[src/design/acfm_pkg.sv]
// Shared types, command codes and the rule match function of the ACL classifier.
package acfm_pkg;

  localparam int MAX_RULES = 64;
  localparam int NUM_ACLS  = 4;
  localparam int ADDR_W    = $clog2(MAX_RULES);
  localparam int CNT_W     = ADDR_W + 1;

  // Command codes
  localparam logic [2:0] CMD_CLASSIFY  = 3'd0;
  localparam logic [2:0] CMD_ADD_RULE  = 3'd1;
  localparam logic [2:0] CMD_REMOVE    = 3'd2;
  localparam logic [2:0] CMD_CLEAR     = 3'd3;
  localparam logic [2:0] CMD_CREATE    = 3'd4;
  localparam logic [2:0] CMD_DELETE    = 3'd5;
  localparam logic [2:0] CMD_CLEAR_ALL = 3'd6;

  // Actions and verdicts
  localparam logic [1:0] ACT_PERMIT   = 2'd0;
  localparam logic [1:0] ACT_DENY     = 2'd1;
  localparam logic [1:0] ACT_REDIRECT = 2'd2;

  localparam logic [15:0] ETH_IPV4  = 16'h0800;
  localparam logic [7:0]  PROTO_TCP = 8'd6;
  localparam logic [7:0]  PROTO_UDP = 8'd17;

  // One stored rule
  typedef struct packed {
    logic [31:0] rule_id;
    logic [15:0] prio;
    logic [1:0]  acl;
    logic [9:0]  flags;
    logic [1:0]  action;
    logic [15:0] rport;
    logic [47:0] src_mac;
    logic [47:0] dst_mac;
    logic [27:0] l2;
    logic [63:0] ips;
    logic [39:0] l4;
  } entry_t;

  // One decoded command travelling through the queue
  typedef struct packed {
    logic [2:0]  op;
    entry_t      rule;
    logic        eth;
    logic        vlan;
    logic        ip_ok;
    logic        l4_ok;
    logic [15:0] etype;
  } cmd_t;

  // Does stored rule e match the packet carried in c?
  function automatic logic rule_match(input entry_t e, input cmd_t c);
    logic [8:0] cares;
    logic       m;
    begin
      cares = e.flags[8:0];
      m = 1'b1;
      if (cares[0] && (!c.eth || c.rule.src_mac != e.src_mac)) m = 1'b0;
      if (cares[1] && (!c.eth || c.rule.dst_mac != e.dst_mac)) m = 1'b0;
      if (cares[2] && (!c.eth || !c.vlan || c.rule.l2[27:16] != e.l2[27:16])) m = 1'b0;
      if (!c.eth && (cares[8:3] != 6'd0)) m = 1'b0;
      if (cares[3] && c.etype != e.l2[15:0]) m = 1'b0;
      if (cares[8:4] != 5'd0) begin
        if (!c.ip_ok) m = 1'b0;
        if (cares[4] && c.rule.ips[63:32] != e.ips[63:32]) m = 1'b0;
        if (cares[5] && c.rule.ips[31:0] != e.ips[31:0]) m = 1'b0;
        if (cares[6] && c.rule.l4[39:32] != e.l4[39:32]) m = 1'b0;
        if (cares[8:7] != 2'd0) begin
          if (!c.l4_ok) m = 1'b0;
          if (cares[7] && c.rule.l4[31:16] != e.l4[31:16]) m = 1'b0;
          if (cares[8] && c.rule.l4[15:0] != e.l4[15:0]) m = 1'b0;
        end
      end
      return m;
    end
  endfunction

endpackage

[src/design/acfm_fifo.sv]
// Two-entry command queue between the front end and the table engine.
module acfm_fifo (
  input  logic            clk,
  input  logic            rst,
  input  logic            push,
  input  acfm_pkg::cmd_t  wr_data,
  output logic            full,
  input  logic            pop,
  output logic            q_valid,
  output acfm_pkg::cmd_t  rd_data
);
  import acfm_pkg::*;

  cmd_t       store [2];
  logic       wptr;
  logic       rptr;
  logic [1:0] count;

  assign full    = (count == 2'd2);
  assign q_valid = (count != 2'd0);
  assign rd_data = store[rptr];

  // Storage
  always_ff @(posedge clk) begin
    if (push) begin
      store[wptr] <= wr_data;
    end
  end

  // Pointers and fill level
  always_ff @(posedge clk) begin
    if (rst) begin
      wptr  <= 1'b0;
      rptr  <= 1'b0;
      count <= 2'd0;
    end else begin
      if (push) wptr <= ~wptr;
      if (pop)  rptr <= ~rptr;
      case ({push, pop})
        2'b10:   count <= count + 2'd1;
        2'b01:   count <= count - 2'd1;
        default: count <= count;
      endcase
    end
  end

endmodule

[config.mk]
export PLATFORM = sky130hd
export DESIGN_NAME = acfm_fifo
export DESIGN_NICKNAME = d
export VERILOG_FILES = /design/src/design/acfm_pkg.sv /design/src/design/acfm_fifo.sv
export SDC_FILE = /design/constraint.sdc
export NUM_CORES = 1
export LEC_CHECK = 0
export BUFFER_PORTS_ARGS = -buffer_cell sky130_fd_sc_hd__buf_2
export CORE_AREA = 8 8 255 257
export CTS_CLUSTER_DIAMETER = 40
export DETAILED_ROUTE_END_ITERATION = 6
export DIE_AREA = 0 0 263 265
export GPL_TIMING_DRIVEN = 0
export PLACE_DENSITY = 0.66
export SKIP_CTS_REPAIR_TIMING = 1
export SYNTH_ARGS = -nofsm -noshare
export SYNTH_HDL_FRONTEND = slang
export SYNTH_SLANG_ARGS = --single-unit
[constraint.sdc]
create_clock -name clk -period 22.8 [get_ports clk]
set_clock_uncertainty 0.2 [all_clocks]
set_input_delay 2.28 -clock clk [delete_from_list [all_inputs] [get_ports clk]]
set_output_delay 2.28 -clock clk [all_outputs]
set_load 0.01 [all_outputs]
## Word level (Yosys, flattened, before mapping)

Memory sizes are Yosys's and may differ from the RTL's. A register that Yosys moved wholly into a read port is not among the register bits.
Index checks and enable logic that the tools add are counted.

| storage, ports and cells | value |
|---|---|
| bits in registers | 4 |
| memories | 1 |
| bits of input ports | 333 |
| logic and storage cells | 18 |
| output and inout port bits | 331 |
| RAM bits | 658 |

| operators by class | value |
|---|---|
| bitwise logic cells | 2 |
| eq/ne operators | 3 |
| add/sub/neg operators | 2 |
| muxes and demuxes | 5 |
| reduce and logical (&&, ||, !) cells | 2 |

Memory list:

| name | words | width | read ports | clocked after memory_dff | write ports | RTL line | text |
|---|---|---|---|---|---|---|---|
| store | 2 | 329 | 1 | 1 | 1 | acfm_fifo.sv:14 | `cmd_t store [2];` |

Operator list:

| cell | count |
|---|---|
| 2-bit == test (second input constant) | 2 |
| 1-bit 2-to-1 mux | 4 |
| 2-bit one-hot mux with 2 select lines | 1 |
| 2-bit nonzero test | 2 |
| 2-bit by 1-bit adder with 2-bit output (second input constant) | 1 |
| 2-bit by 1-bit == test with 1-bit output (second input constant) | 1 |
| 1-bit inverter | 2 |
| 2-bit by 1-bit subtractor with 2-bit output (second input constant) | 1 |

## Longest topological paths before layout

| depth | value |
|---|---|
| depth in word-level cells | 3 |
| depth in mapped cells | 5 |
| depth with buffers taken out | 5 |

## Least setup slack after synthesis

No wires, ideal clock.

| timing path | value |
|---|---|
| path type | in2reg |
| start point | input port push |
| end point | memory store[0][0] in the netlist's numbering, enable pin |
| buffers on the path | 0 |
| library setup time | 1036 ps |
| slack | 5459 ps |
| stages | 2 |
| arrival | 16105 ps |
| required time | 21564 ps |
| cell sequence | inv_1 -> nor2_1 |

| between the ends | value |
|---|---|
| word-level cells in the longest chain between the ends | 2 |

Ends and longest elaborated chain:

| element | RTL line | text |
|---|---|---|
| from (decl) | acfm_fifo.sv:5 | `input logic push,` |
| 1-bit 2-to-1 mux | acfm_fifo.sv:25 | `if (push) begin` |
| 1-bit 2-to-1 mux (implied by the code) | acfm_fifo.sv:26 | `store[wptr] <= wr_data;` |
| to (decl) | acfm_fifo.sv:14 |  |

No other way between the ends.

==> reports/qor.csv <==
stage,metric,value,unit
status,status,finished clean,
drt,postRouteAntennaNets,0,
sta,rsz0062_at_grt,no,
synthesis,synth_compound_area_share,0.0392,%
critical_path,endpoint_kind,output port,
place,placed_cell_area,0.0302,mm²
sta,fin_crit_sh,19.7,%
critical_path,arrival,2.02,ns
global_route,antenna_found_initial,31,
synthesis,synth_top_family_by_area,multiplexers,
synthesis,ys_seq_elements,663,
synthesis,synth_xor_area_share,0.137,%
drt,drt-vias-per-instance,4.74,
synthesis,synth_flop_cell,edfxtp_1,
final_layout,nNetsFinal,2154,
floorplan,rows,91,
floorplan,die_w,263,µm
cts,cts_made_buffers,92,
min_path,holdCritPathClass,reg -> reg,
global_route,grt_pass1_vias,13900,
synthesis,synthMuxAreaShare,19.0,%
sta,fmax,222,MHz
final_layout,final_area,0.0334,mm²
synthesis,avgSynthCellArea,24.4,µm²
drt,drc_errors,0,
cts,cts_tree,yes,
sta,hold_viol,0,
place,pre_cts_ws,17.86,ns
power_and_ir_drop,leakagePower,13.2,nW
drt,drt_wl_total,62400,µm
final_layout,fillers,4766,
drt,dr.pass1.iters,4,
synthesis,ys_types,19,
drt,vias,12800,
critical_path,crit_family,buffers and inverters,
critical_path,crit_top_cell,buf_6,
cts,clkSinkCount,663,
cts,htreeDepth,3,
place,hpwl,46100,µm
power_and_ir_drop,ir_drop,0.0921,mV
cts,clockRootBuffer,clkbuf_16,
cts,clk_latency,0.59,ns
sta,finalWorstSetupSlack,18.30,ns
synthesis,synthCells,1046,
critical_path,crit_slowest_cell,mux2_2,
critical_path,startpoint_type,flip-flop,
critical_path,cp_num_buf_inv,4,
power_and_ir_drop,power.density,97.5,mW/mm²
final_layout,layout_common_cells,"buf_2 (664), edfxtp_1 (658), mux2_4 (303), clkbuf_16 (95), buf_12 (43)",
drt,wl_per_cell,23.0,µm
sta,period_needed,4.50,ns
synthesis,ys_seq_area_share,77.8,%
critical_path,path_cells,"buf_6, buf_8, buf_6, mux2_2, buf_2",
global_route,grt_overflow,0,
place,place.gp.congestion,0.770,
synthesis,synth_edf_count,658,
synthesis,yosys.area_share.adder,0.0490,%
sta,finalSetupViolCount,0,
cts,clk_pin_slew,0.06,ns
sta,tightest_slew,0.855,ns
drt,first_iter_violations,684,
synthesis,netlist_area,0.0255,mm²
floorplan,coreArea,0.0610,mm²
cts,clockBufferDepth,3,
floorplan,initial_core_util,41.8,%
synthesis,synthArstFlopShare,0,%
critical_path,crit_fanout,10,
sta,relSlewSlack,42.8,%
synthesis,synth-simple-area-share,0.177,%
synthesis,synth_fp_nets,1380,
final_layout,area_growth,31.1,%
sta,slew_viol_final,0,
floorplan,die_h,265,µm
critical_path,cp_data_required_time,20.32,ns
floorplan,dieArea,0.0697,mm²
synthesis,yosysWarnings,0,
power_and_ir_drop,report.power.total,3.26,mW
final_layout,drive_above_1_share,62.9,%
critical_path,critPathKind,reg -> out,
critical_path,critPathMaxStageDelay,0.41,ns
place,port_buffers,663,
global_route,grt_pass1_wl,89700,µm
global_route,grt_util_all_layers,17.1,%
run,maxCapViolCount,0,
global_route,grt_max_degree,66,
floorplan,io_pins,664,
final_layout,final_common_cell,buf_2,
## layout make-up
cell class / instances / area, µm² / area share, %
sequential: 663 / 19900 / 59.4
multi-input combinational: 345 / 4950 / 14.8
timing repair buffer: 680 / 3710 / 11.1
clock buffer: 105 / 2410 / 7.22
tap: 790 / 988 / 2.96
clock inverter: 68 / 763 / 2.28
buffer: 37 / 703 / 2.10
antenna: 19 / 47.5 / 0.142
inverter: 1 / 3.75 / 0.0112
## metal layers
layer  track usage, %  part of all wire [%]  up-vias
met5                0                  0.20        -
met4             7.03                   3.1       18
met3             7.80                   9.8      127
met2             30.2                    52      492
met1             17.6                    35     6385
li1                 -                     -     5811
## synthesized netlist by cell type (2+ instances only)
cell type,number,share of area [%]
mux2_2,26,1.1
mux2_4,303,18
edfxtp_1,658,77
xnor2_1,3,0.10
buf_12,33,2.6
dfxtp_1,5,0.39
buf_6,2,0.088
nor2_1,5,0.074
## tightest hold or removal path: stages (launching register included)
cell and delay, ns:
dfxtp_1 0.32, o21ai_0 0.07, a21oi_1 0.06
## power breakdown
group          leakage, nW  switching, mW  internal, mW
clock                 1.51          0.537         0.897
sequential            6.22         0.0174          1.43
combinational         5.52          0.190         0.196
## kinds of logic after synthesis
group / count (synthesis)
AO/OA/AOI/OAI: 2
XOR/XNOR: 4
adder cells (fa/ha/maj): 1
buffers and inverters: 38
flip-flops: 663
multiplexers: 329
AND/OR/NAND/NOR: 9
## final timing paths
path | slack, ns | to | depth (start not counted) | from
setup / recovery | 18.30 | rd_data[309] | 5 | flip-flop
hold / removal | 0.30 | count[1] | 2 | count[1]
setup reg to reg | 20.02 | store[0][17] | 6 | wptr
hold reg to reg | 0.30 | count[1] | 2 | count[1]
## metrics by stage
| stage | instances | util, % | setup TNS [ns] | hold slack [ns] |
|---|---|---|---|---|
| 2_1_floorplan | 1046 | - | 0 | 0.257 |
| 3_3_place_gp | 2499 | 48.9 | -783.25 | 0.277 |
| 3_5_place_dp | 2516 | 49.5 | 0 | 0.294 |
| 4_1_cts | 2689 | 54.7 | 0 | 0.302 |
| 5_1_grt | 2700 | 54.8 | 0 | 0.326 |
| 6_report | 2708 | 54.8 | 0 | 0.297 |
## registers in the layout, summed over array words and instances, names as in the netlist, named ones only
name / flops
store: 658
count: 2
rptr: 1
wptr: 1
Note: power is estimated with default switching activity, not from simulation.
