--- src/design/acfm_pkg.sv ---
// Shared types, command codes and the rule match function of the ACL classifier.
package acfm_pkg;

  localparam int MAX_RULES = 64;
  localparam int NUM_ACLS  = 4;
  localparam int ADDR_W    = $clog2(MAX_RULES);
  localparam int CNT_W     = ADDR_W + 1;

  // Command codes
  localparam logic [2:0] CMD_CLASSIFY  = 3'd0;
  localparam logic [2:0] CMD_ADD_RULE  = 3'd1;
  localparam logic [2:0] CMD_REMOVE    = 3'd2;
  localparam logic [2:0] CMD_CLEAR     = 3'd3;
  localparam logic [2:0] CMD_CREATE    = 3'd4;
  localparam logic [2:0] CMD_DELETE    = 3'd5;
  localparam logic [2:0] CMD_CLEAR_ALL = 3'd6;

  // Actions and verdicts
  localparam logic [1:0] ACT_PERMIT   = 2'd0;
  localparam logic [1:0] ACT_DENY     = 2'd1;
  localparam logic [1:0] ACT_REDIRECT = 2'd2;

  localparam logic [15:0] ETH_IPV4  = 16'h0800;
  localparam logic [7:0]  PROTO_TCP = 8'd6;
  localparam logic [7:0]  PROTO_UDP = 8'd17;

  // One stored rule
  typedef struct packed {
    logic [31:0] rule_id;
    logic [15:0] prio;
    logic [1:0]  acl;
    logic [9:0]  flags;
    logic [1:0]  action;
    logic [15:0] rport;
    logic [47:0] src_mac;
    logic [47:0] dst_mac;
    logic [27:0] l2;
    logic [63:0] ips;
    logic [39:0] l4;
  } entry_t;

  // One decoded command travelling through the queue
  typedef struct packed {
    logic [2:0]  op;
    entry_t      rule;
    logic        eth;
    logic        vlan;
    logic        ip_ok;
    logic        l4_ok;
    logic [15:0] etype;
  } cmd_t;

  // Does stored rule e match the packet carried in c?
  function automatic logic rule_match(input entry_t e, input cmd_t c);
    logic [8:0] cares;
    logic       m;
    begin
      cares = e.flags[8:0];
      m = 1'b1;
      if (cares[0] && (!c.eth || c.rule.src_mac != e.src_mac)) m = 1'b0;
      if (cares[1] && (!c.eth || c.rule.dst_mac != e.dst_mac)) m = 1'b0;
      if (cares[2] && (!c.eth || !c.vlan || c.rule.l2[27:16] != e.l2[27:16])) m = 1'b0;
      if (!c.eth && (cares[8:3] != 6'd0)) m = 1'b0;
      if (cares[3] && c.etype != e.l2[15:0]) m = 1'b0;
      if (cares[8:4] != 5'd0) begin
        if (!c.ip_ok) m = 1'b0;
        if (cares[4] && c.rule.ips[63:32] != e.ips[63:32]) m = 1'b0;
        if (cares[5] && c.rule.ips[31:0] != e.ips[31:0]) m = 1'b0;
        if (cares[6] && c.rule.l4[39:32] != e.l4[39:32]) m = 1'b0;
        if (cares[8:7] != 2'd0) begin
          if (!c.l4_ok) m = 1'b0;
          if (cares[7] && c.rule.l4[31:16] != e.l4[31:16]) m = 1'b0;
          if (cares[8] && c.rule.l4[15:0] != e.l4[15:0]) m = 1'b0;
        end
      end
      return m;
    end
  endfunction

endpackage

--- src/design/acfm_front.sv ---
// Front end: accepts commands, decodes packet header predicates, feeds the queue.
module acfm_front (
  input  logic                in_valid,
  output logic                in_stall,
  input  logic [2:0]          cmd,
  input  logic [1:0]          acl_id,
  input  logic [31:0]         rule_id,
  input  logic [15:0]         priority_req,
  input  logic [1:0]          action,
  input  logic [15:0]         redirect_port,
  input  logic [13:0]         field_flags,
  input  logic [47:0]         src_mac,
  input  logic [47:0]         dst_mac,
  input  logic [27:0]         vlan_ethertype,
  input  logic [63:0]         ip_addrs,
  input  logic [39:0]         proto_ports,
  input  logic                q_full,
  output logic                q_push,
  output acfm_pkg::cmd_t      q_data
);
  import acfm_pkg::*;

  logic eth;
  logic [15:0] etype;
  logic [7:0]  proto;

  // Packet header presence and effective ethertype
  assign eth   = field_flags[10];
  assign etype = eth ? vlan_ethertype[15:0] : 16'd0;
  assign proto = proto_ports[39:32];

  // Queue write side
  assign in_stall = q_full;
  assign q_push   = in_valid && !q_full;

  always_comb begin
    q_data.op           = cmd;
    q_data.rule.rule_id = rule_id;
    q_data.rule.prio    = priority_req;
    q_data.rule.acl     = acl_id;
    q_data.rule.flags   = field_flags[9:0];
    q_data.rule.action  = action;
    q_data.rule.rport   = redirect_port;
    q_data.rule.src_mac = src_mac;
    q_data.rule.dst_mac = dst_mac;
    q_data.rule.l2      = vlan_ethertype;
    q_data.rule.ips     = ip_addrs;
    q_data.rule.l4      = proto_ports;
    q_data.eth          = eth;
    q_data.vlan         = field_flags[11];
    q_data.ip_ok        = eth && (etype == ETH_IPV4) && field_flags[12];
    q_data.l4_ok        = ((proto == PROTO_TCP) || (proto == PROTO_UDP)) && field_flags[13];
    q_data.etype        = etype;
  end

endmodule

--- config.mk ---
export PLATFORM = sky130hd
export DESIGN_NAME = acfm_front
export DESIGN_NICKNAME = d
export VERILOG_FILES = /design/src/design/acfm_pkg.sv /design/src/design/acfm_front.sv
export SDC_FILE = /design/constraint.sdc
export NUM_CORES = 1
export LEC_CHECK = 0
export BUFFER_PORTS_ARGS = -buffer_cell sky130_fd_sc_hd__buf_4
export CORE_AREA = 10 10 244 246
export DETAILED_ROUTE_END_ITERATION = 7
export DIE_AREA = 0 0 254 256
export GPL_ROUTABILITY_DRIVEN = 0
export PLACE_DENSITY_LB_ADDON = 0.25
export SLEW_MARGIN = 20
export SYNTH_ARGS = -nofsm -noshare
export SYNTH_HDL_FRONTEND = slang
export SYNTH_SLANG_ARGS = --single-unit
--- constraint.sdc ---
create_clock -name vclk -period 0.8
set_input_delay 0 -clock vclk [all_inputs]
set_output_delay 0 -clock vclk [all_outputs]
set_load 0.02 [all_outputs]
# [Word-level counts from Yosys, hierarchy flattened]
# Index checks and enable logic that the tools add are counted.
[op_classes] n_reduce_logical=6 muxes=1 div_mod_pow=0 bitwise_logic=0 eq_ne=3 n_shift=0 n_lt_le_gt_ge=0 n_addsub=0 n_mul=0
[ops] cell="equality test 16 x 12 -> 1 bit, second input constant" count=1
[ops] cell="2-to-1 mux 16 bit" count=1
[ops] cell="equality test 8 x 3 -> 1 bit, second input constant" count=1
[ops] cell="equality test 8 x 5 -> 1 bit, second input constant" count=1
[ops] cell="logical AND 1 bit" count=4
[ops] cell="logical NOT 1 bit" count=1
[ops] cell="logical OR 1 bit" count=1
[word_totals] reg_bits=0 mem_count=0 in_bits=315 ram_bits=0 rom_bits=0 latch_bits=0

# [Longest topological paths before layout]
# Gate-level depths: netlist of run 1.
[logic_depth] word_depth=4 depth_mapped=3

# [Worst setup path after synthesis of run 1]
# OpenSTA, ideal clock, no wires.
[synth_timing] kind="input to output" from="in vlan_ethertype[0]" to="out q_data[17] (netlist bit)" n_path_buf=0 cell_stages=3 t_arrival_ps=644 t_required_ps=800 path_slack_ps=156 cell_sequence="nor4b_2 -> nand3_1 -> nor2_1"
[synth_rtl] item="start, declared" line="acfm_front.sv:14" rtl="input logic [27:0] vlan_ethertype,"
[synth_rtl] item="end, declared" line="acfm_front.sv:19" rtl="output acfm_pkg::cmd_t q_data"

==> flow_summary.toml, run 1 <==
[status]
status = "complete, but fails checks"
violations = "negative setup slack"

[detailed_routing]
drt_pass1_iterations = 4
viasPerCell = 1.38
wl_um = 10200
routedWlPerCell_um = 12.4
antenna_left = 0
drc = 0
drtIter0Drc = 31
routed-via-count = 1138

[floorplanning]
core_area_mm2 = 0.0547
die_x_um = 254
die_h_um = 256
num_io_pins = 646
start_util_pct = 4.66
dieArea_mm2 = 0.0650
fp-row-count = 86

[placement]
place_area_mm2 = 0.00176
portBuffers = 74
dp_hpwl_um = 8930
placed_cells = 822

[final_layout]
regArea_um2 = 0
drive_above_1_share_pct = 84.7
layout_commonest_cell = "buf_4"
syn2layout_area_growth_pct = -28.0
final_cells = 822
nFillCells = 6532
design.seq.count = 0
layout_common_cells = "buf_4 (86), and2_1 (15), buf_6 (3), nor4_4 (2), nor4_2 (2)"
num_antenna_cells = 0
fin_nets = 435
clkbuf_count = 0
final_core_util_pct = 3.36
finalInstanceArea_mm2 = 0.00184

[flow_run]
cap_violations = 0

[sta]
final_hold_viol_count = 0
rsz0062_at_grt = "yes"
hold_ws_ns = 0.00000777
tightest_slew_ns = 0.243
fmax_mhz = 1150
setup-violations-final = 1
slew_violations = 0
finalCritPeriodShare_pct = 108
layout_setup_ws_ns = -0.0664
min_period_ns = 0.866
relSlewSlack_pct = 83.7

[synthesis]
syn_area_per_cell_um2 = 7.48
synth_largest_area_cell = "buf_4"
syn_nets = 656
seq_area_frac_synth_pct = 0
synth_area_mm2 = 0.00255
yosysWarnings = 0
synth_top_cell_area_share_pct = 91.9
netlist_top_cells_area = "buf_4 (92%), and2_1 (3.7%), nor4_2 (0.98%)"
synthCells = 341
synth_cell_types = 13

[global_route]
antenna_found_initial = 0
overflow = 0
grt_pass1_vias = 1346
grt.total_usage_pct = 2.61
grt_max_degree = 17
grt_pass1_wl_um = 11500

[critical_path]
cp_data_arrival_time_ns = 0.87
crit_path_max_incr_delay_ns = 0.29
cp-start-kind = "input port"
endpoint_kind = "output pin"
worstSetupPathType = "in2out"
cp_max_fo = 2
required_ns = 0.80
cp_cell_sequence = "buf_8, nor4_4, buf_4, nand3_2, nor2_2, buf_6"
cp_slowest_cell = "nor4_4"

[power_and_ir_drop]
powerDensity_mw_per_mm2 = 354
p_leak_uw = 0.000535
peakVddDrop_mv = 0.122

[clocking]
cts_setup_buffers = 0
cts_hold_buf = 0

[worst_hold_path]
hold_class = "in2out"
==> kinds of logic (layout without fill, tap and decap cells) <==
| group | after synthesis | after routing | share of synthesized area [%] |
|---|---|---|---|
| buffers and inverters | 313 | 90 | 92.1 |
| and+or+nand+nor | 27 | 27 | 7.56 |
| AOI/OAI and AO/OA | 1 | 1 | 0.393 |
==> cell usage after synthesis <==
cell type	count
nand3_1	1
and2_1	15
o211a_1	1
buf_2	1
nor4bb_1	2
and2_2	1
buf_4	312
nor2_1	1
nor4_1	2
nor4b_2	1
nand2_1	1
nor2b_1	1
nor4_2	2
==> path summary, 6_finish.rpt <==
check / startpoint / to / slack, ns / cells past startpoint
hold / removal: ip_addrs[33] / q_data[93] / 0.000008 / 0
setup / recovery: vlan_ethertype[7] / q_data[17] / -0.07 / 6
==> layout make-up <==
type | instances | area, µm² | share of cell area [%]
well taps | 704 | 881 | 48.0
multi-input cells | 28 | 262 | 14.2
repair buffers | 90 | 694 | 37.8
==> worst max-delay path: cells and delay by family <==
| family | cells | cell delay [ns] |
|---|---|---|
| simple gates | 3 | 0.47 |
| buf+inv | 3 | 0.40 |
==> through the flow <==
step	setup TNS (ns)	total power, µW	setup WS [ns]
2_1_floorplan	0	2390	0.156
3_3_place_gp	-0.292	639	-0.292
3_5_place_dp	-0.273	630	-0.273
4_1_cts	-0.124	641	-0.124
5_1_grt	-0.110	687	-0.110
6_report	-0.0664	650	-0.0664
==> report_power, final <==
group | switching, µW | leakage (µW) | total [µW] | internal (µW)
Sequential | 0 | 0 | 0 | 0
Combinational | 326 | 0.000535 | 650 | 323
Clock | 0 | 0 | 0 | 0
Total | 326 | 0.000535 | 650 | 323
==> per-layer routing <==
layer / wire length (µm) / up-vias / global-route usage [%]
met3: 2590 / 166 / 2.35
met1: 1360 / 365 / 0.874
met2: 4220 / 326 / 3.96
li1: - / 281 / -
met4: 2010 / 0 / 5.45
met5: 0 / - / 0
==> repair_timing <==
action / in CTS / in global routing
pin swaps: 2 / 1
endpoints found under the setup margin: 1 / 2
gates resized for setup: 6 / 8
No activity file was read; power rests on OpenSTA's default activity.
==> inputs of run 2 (changes only) <==
--- a/config.mk
+++ b/config.mk
@@ -5,12 +5,14 @@
 export SDC_FILE = /design/constraint.sdc
 export NUM_CORES = 1
 export LEC_CHECK = 0
+export ABC_AREA = 1
 export BUFFER_PORTS_ARGS = -buffer_cell sky130_fd_sc_hd__buf_4
-export CORE_AREA = 10 10 244 246
+export CORE_AREA = 10 10 243 245
 export DETAILED_ROUTE_END_ITERATION = 7
-export DIE_AREA = 0 0 254 256
+export DIE_AREA = 0 0 253 255
 export GPL_ROUTABILITY_DRIVEN = 0
 export PLACE_DENSITY_LB_ADDON = 0.25
+export SETUP_SLACK_MARGIN = 0.3
 export SLEW_MARGIN = 20
 export SYNTH_ARGS = -nofsm -noshare
 export SYNTH_HDL_FRONTEND = slang
==> flow_summary.toml, run 2 <==
[status]
status = "complete, but fails checks"
violations = "negative setup slack"

[sta]
min_period_ns = 0.849
relSlewSlack_pct = 87.2
tightest_slew_ns = 0.191
layout_setup_ws_ns = -0.0486
rsz0062_at_grt = "yes"
slew_violations = 0
fmax_mhz = 1180
finalCritPeriodShare_pct = 106
setup-violations-final = 1
final_hold_viol_count = 0

[detailed_routing]
viasPerCell = 1.50
drt_pass1_iterations = 3
drtIter0Drc = 12
wl_um = 12200
routedWlPerCell_um = 14.0
antenna_left = 0
routed-via-count = 1304
drc = 0

[global_route]
antenna_found_initial = 0
use_met2_pct = 4.41
grt.total_usage_pct = 3.36
grt_max_degree = 9
grt_pass1_wl_um = 14500
grt_util_met1_pct = 1.57
grtUsageMet3_pct = 3.69
overflow = 0
grt-busiest-layer = "met4"
grt_pass1_vias = 1562

[power_and_ir_drop]
powerDensity_mw_per_mm2 = 397
p_seq_share_pct = 0
p_clk_share_pct = 0
peakVddDrop_mv = 0.170
p_comb_share_pct = 100.0
switchingPower_uw = 446
p_int_uw = 442
p_leak_uw = 0.000853
p_total_uw = 888
power.share.switching_pct = 50.2

[worst_hold_path]
hold_class = "in2out"

[final_layout]
fin_nets = 484
drive_above_1_share_pct = 84.4
clkbuf_count = 0
final_cells = 871
design.seq.count = 0
regArea_um2 = 0
layout_commonest_cell = "buf_4"
num_antenna_cells = 0
layout_common_cells = "buf_4 (58), buf_6 (32), nand2_4 (17), inv_2 (16), nand2_1 (9)"
syn2layout_area_growth_pct = -15.4

[synthesis]
yosysWarnings = 0
synthCells = 385
synth_area_mm2 = 0.00265
synth_common_cells = "buf_4 (312), inv_1 (27), nand2_1 (24)"
synth_cell_types = 10
synth_most_common_cell = "buf_4"
synth_top_cell_area_share_pct = 88.6
syn_area_per_cell_um2 = 6.87
netlist_top_cells_area = "buf_4 (89%), inv_1 (3.8%), nand2_1 (3.4%)"
seq_area_frac_synth_pct = 0
synth_largest_area_cell = "buf_4"
syn_nets = 700

[floorplanning]
dieArea_mm2 = 0.0645
core_area_mm2 = 0.0544
die_h_um = 255
fp-row-count = 86
die_x_um = 253
num_io_pins = 646
start_util_pct = 4.86

[placement]
portBuffers = 74
placed_cells = 867
dp_hpwl_um = 10200

[critical_path]
cp_data_arrival_time_ns = 0.85
endpoint_kind = "output pin"
cp_max_fo = 2
worstSetupPathType = "in2out"
cp-start-kind = "input port"
required_ns = 0.80

[flow_run]
cap_violations = 0
[run 2: cell count changes after synthesis, sizes merged]
cell and change:
o21ai +2, nor4 -4, nand2 +28, or2 +1
nor4bb -2, inv +27, o211a -1, buf +1
and2 -16, nand3 +1, nor2b -1, nor4b -1
nor2 +9
[run 2: worst paths after layout]
kind / depth (start not counted) / end / startpoint
setup / recovery: 8 / q_data[17] / vlan_ethertype[6]
hold / removal: 0 / q_data[259] / redirect_port[11]
[run 2: logic make-up after synthesis]
kind of cell           Yosys count  synth area share [%]
AO/OA/AOI/OAI                    2                 0.378
buffers and inverters          341                  93.0
AND/OR/NAND/NOR                 42                  6.62
[run 2: per-stage QoR]
stage | TNS, ns | util (%) | instance area, µm² | worst slack [ns] | hold slack [ns]
6_report | -0.0486 | 4.11 | 2240 | -0.0486 | 0.00000779
5_1_grt | -0.120 | 4.11 | 2240 | -0.120 | 0.0000292
4_1_cts | -0.0757 | 4.06 | 2210 | -0.0757 | 0.000137
3_5_place_dp | -0.501 | 3.46 | 1890 | -0.501 | 0.000137
3_3_place_gp | -0.510 | 3.46 | 1890 | -0.510 | 0.000137
2_1_floorplan | 0 | - | 2680 | 0.281 | 0.0798
[run 2: power groups by stage]
stage                     Combinational (µW)  Clock, µW  Sequential (µW)
final                                    888          0                0
after global routing                     953          0                0
after CTS                                892          0                0
after detailed placement                 691          0                0
after global placement                   698          0                0
after floorplan                         2440          0                0
[run 2: final cells by class]
| type | count | area (µm²) |
|---|---|---|
| Inverter | 27 | 109 |
| Fill cell | 6510 | 52200 |
| Multi-Input combinational cell | 44 | 340 |
| Tap cell | 704 | 881 |
| Timing Repair Buffer | 96 | 908 |
[run 2: per-layer routing]
layer / up-vias / share of wire, %
met5: - / 0
met2: 327 / 37
li1: 387 / -
met4: 0 / 20
met3: 152 / 26
met1: 438 / 17
[run 2: critical path, cell delays in order]
cell and delay, ns:
buf_4 0.12, inv_1 0.08, nand2_4 0.10, nor2_2 0.14, nand3_2 0.07, buf_6 0.12
nor2_4 0.08, buf_6 0.12
[run 2: what timing repair did]
item	CTS	global route
gates cloned	1	0
buffers inserted	2	1
resized for setup	95	8
hold buffers	0	0
endpoints found under the setup margin	19	19
pin swaps	12	5
==> inputs of run 3 (changes only) <==
--- a/config.mk
+++ b/config.mk
@@ -11,7 +11,7 @@
 export DETAILED_ROUTE_END_ITERATION = 7
 export DIE_AREA = 0 0 253 255
 export GPL_ROUTABILITY_DRIVEN = 0
-export PLACE_DENSITY_LB_ADDON = 0.25
+export PLACE_DENSITY_LB_ADDON = 0.08
 export SETUP_SLACK_MARGIN = 0.3
 export SLEW_MARGIN = 20
 export SYNTH_ARGS = -nofsm -noshare
==> flow_summary.toml, run 3 (synthesized netlist as in run 2, its figures left out) <==
[placement]
portBuffers = 74
place_area_mm2 = 0.00186
dp_hpwl_um = 9810

[global_route]
grt_pass1_vias = 1569
grt.total_usage_pct = 3.13
antenna_found_initial = 0
grt_pass1_wl_um = 13900
grt_max_degree = 7
overflow = 0

[final_layout]
nFillCells = 6521
drive_above_1_share_pct = 82.1
design.seq.count = 0
final_core_util_pct = 3.94
syn2layout_area_growth_pct = -18.8
clkbuf_count = 0
layout_commonest_cell = "buf_4"
num_antenna_cells = 0
fin_nets = 479
layout_common_cells = "buf_4 (63), buf_6 (24), inv_1 (13), inv_2 (13), nand2_4 (12)"
finalInstanceArea_mm2 = 0.00215
regArea_um2 = 0

[power_and_ir_drop]
power.share.switching_pct = 51.8
powerDensity_mw_per_mm2 = 396
p_comb_share_pct = 100.0
peakVddDrop_mv = 0.133
switchingPower_uw = 440
p_total_uw = 850
p_leak_uw = 0.000806
p_seq_share_pct = 0
p_clk_share_pct = 0
p_int_uw = 409

[detailed_routing]
drc = 0
routedWlPerCell_um = 13.1
viasPerCell = 1.40
drt_pass1_iterations = 2
drtIter0Drc = 5
antenna_left = 0
wl_um = 11300
routed-via-count = 1215

[critical_path]
required_ns = 0.80
crit_buf_inv = 4
cp_slowest_cell = "buf_4"
crit_path_max_incr_delay_ns = 0.16
cp_max_fo = 2
cp_cell_sequence = "buf_6, inv_4, nand2_2, nor2_1, buf_4, nand3_4, nor2_4, buf_6"
cpMostUsedCell = "buf_6"
endpoint_kind = "output pin"
crit_start = "vlan_ethertype[0]"
path_delay_family = "buffers and inverters"
worstSetupPathType = "in2out"
cp-start-kind = "input port"
cp_data_arrival_time_ns = 0.71

[status]
status = "completed"

[sta]
relSlewSlack_pct = 83.1
setup-violations-final = 0
rsz0062_at_grt = "yes"
fmax_mhz = 1410
tightest_slew_ns = 0.254
slew_violations = 0
min_period_ns = 0.711
final_hold_viol_count = 0
finalCritPeriodShare_pct = 88.9

[floorplanning]
core_area_mm2 = 0.0544
dieArea_mm2 = 0.0645
die_h_um = 255
fp-row-count = 86
num_io_pins = 646
die_x_um = 253
start_util_pct = 4.86

[flow_run]
cap_violations = 0

[worst_hold_path]
hold_class = "in2out"
hp-start = "ip_addrs[57]"
==> run 3: through the flow <==
step           hold WS (ns)  std cells  setup slack, ns  TNS, ns
6_report         0.00000778        866           0.0887        0
5_1_grt           0.0000292        866          -0.0250  -0.0250
4_1_cts            0.000137        866           0.0304        0
3_5_place_dp       0.000137        864           -0.337   -0.342
3_3_place_gp       0.000137        864           -0.331   -0.336
2_1_floorplan        0.0798        385            0.281        0
==> run 3: layout make-up <==
class,count,area (µm²),area share (%)
timing repair buffer,91,833,38.8
multi-input combinational,44,329,15.3
inverter,27,104,4.84
tap,704,881,41.0
==> run 3: final timing paths <==
| kind | to | slack [ns] | cells past startpoint |
|---|---|---|---|
| worst min-delay path | q_data[117] | 0.000008 | 0 |
| worst max-delay path | q_data[17] | 0.09 | 8 |
==> run 3: layer usage <==
metal / track usage (%) / wire, µm
met1: 1.33 / 1760
met2: 5.30 / 5270
met3: 2.96 / 2630
met4: 4.42 / 1660
met5: 0 / 0
==> run 3: power groups by stage <==
stage / Combinational, µW / Sequential (µW) / Clock [µW]
finish: 850 / 0 / 0
global route: 922 / 0 / 0
CTS: 838 / 0 / 0
detailed placement: 722 / 0 / 0
global placement: 728 / 0 / 0
floorplan: 2440 / 0 / 0
==> run 3: repair_timing <==
| action | 4_1_cts | 5_1_grt |
|---|---|---|
| buffers inserted | 1 | 0 |
| setup endpoints to repair | 19 | 14 |
| hold endpoints to repair | 0 | 0 |
| hold buffers | 0 | 0 |
| pin swaps | 10 | 4 |
| gates resized for setup | 50 | 34 |
| cloned | 1 | 0 |
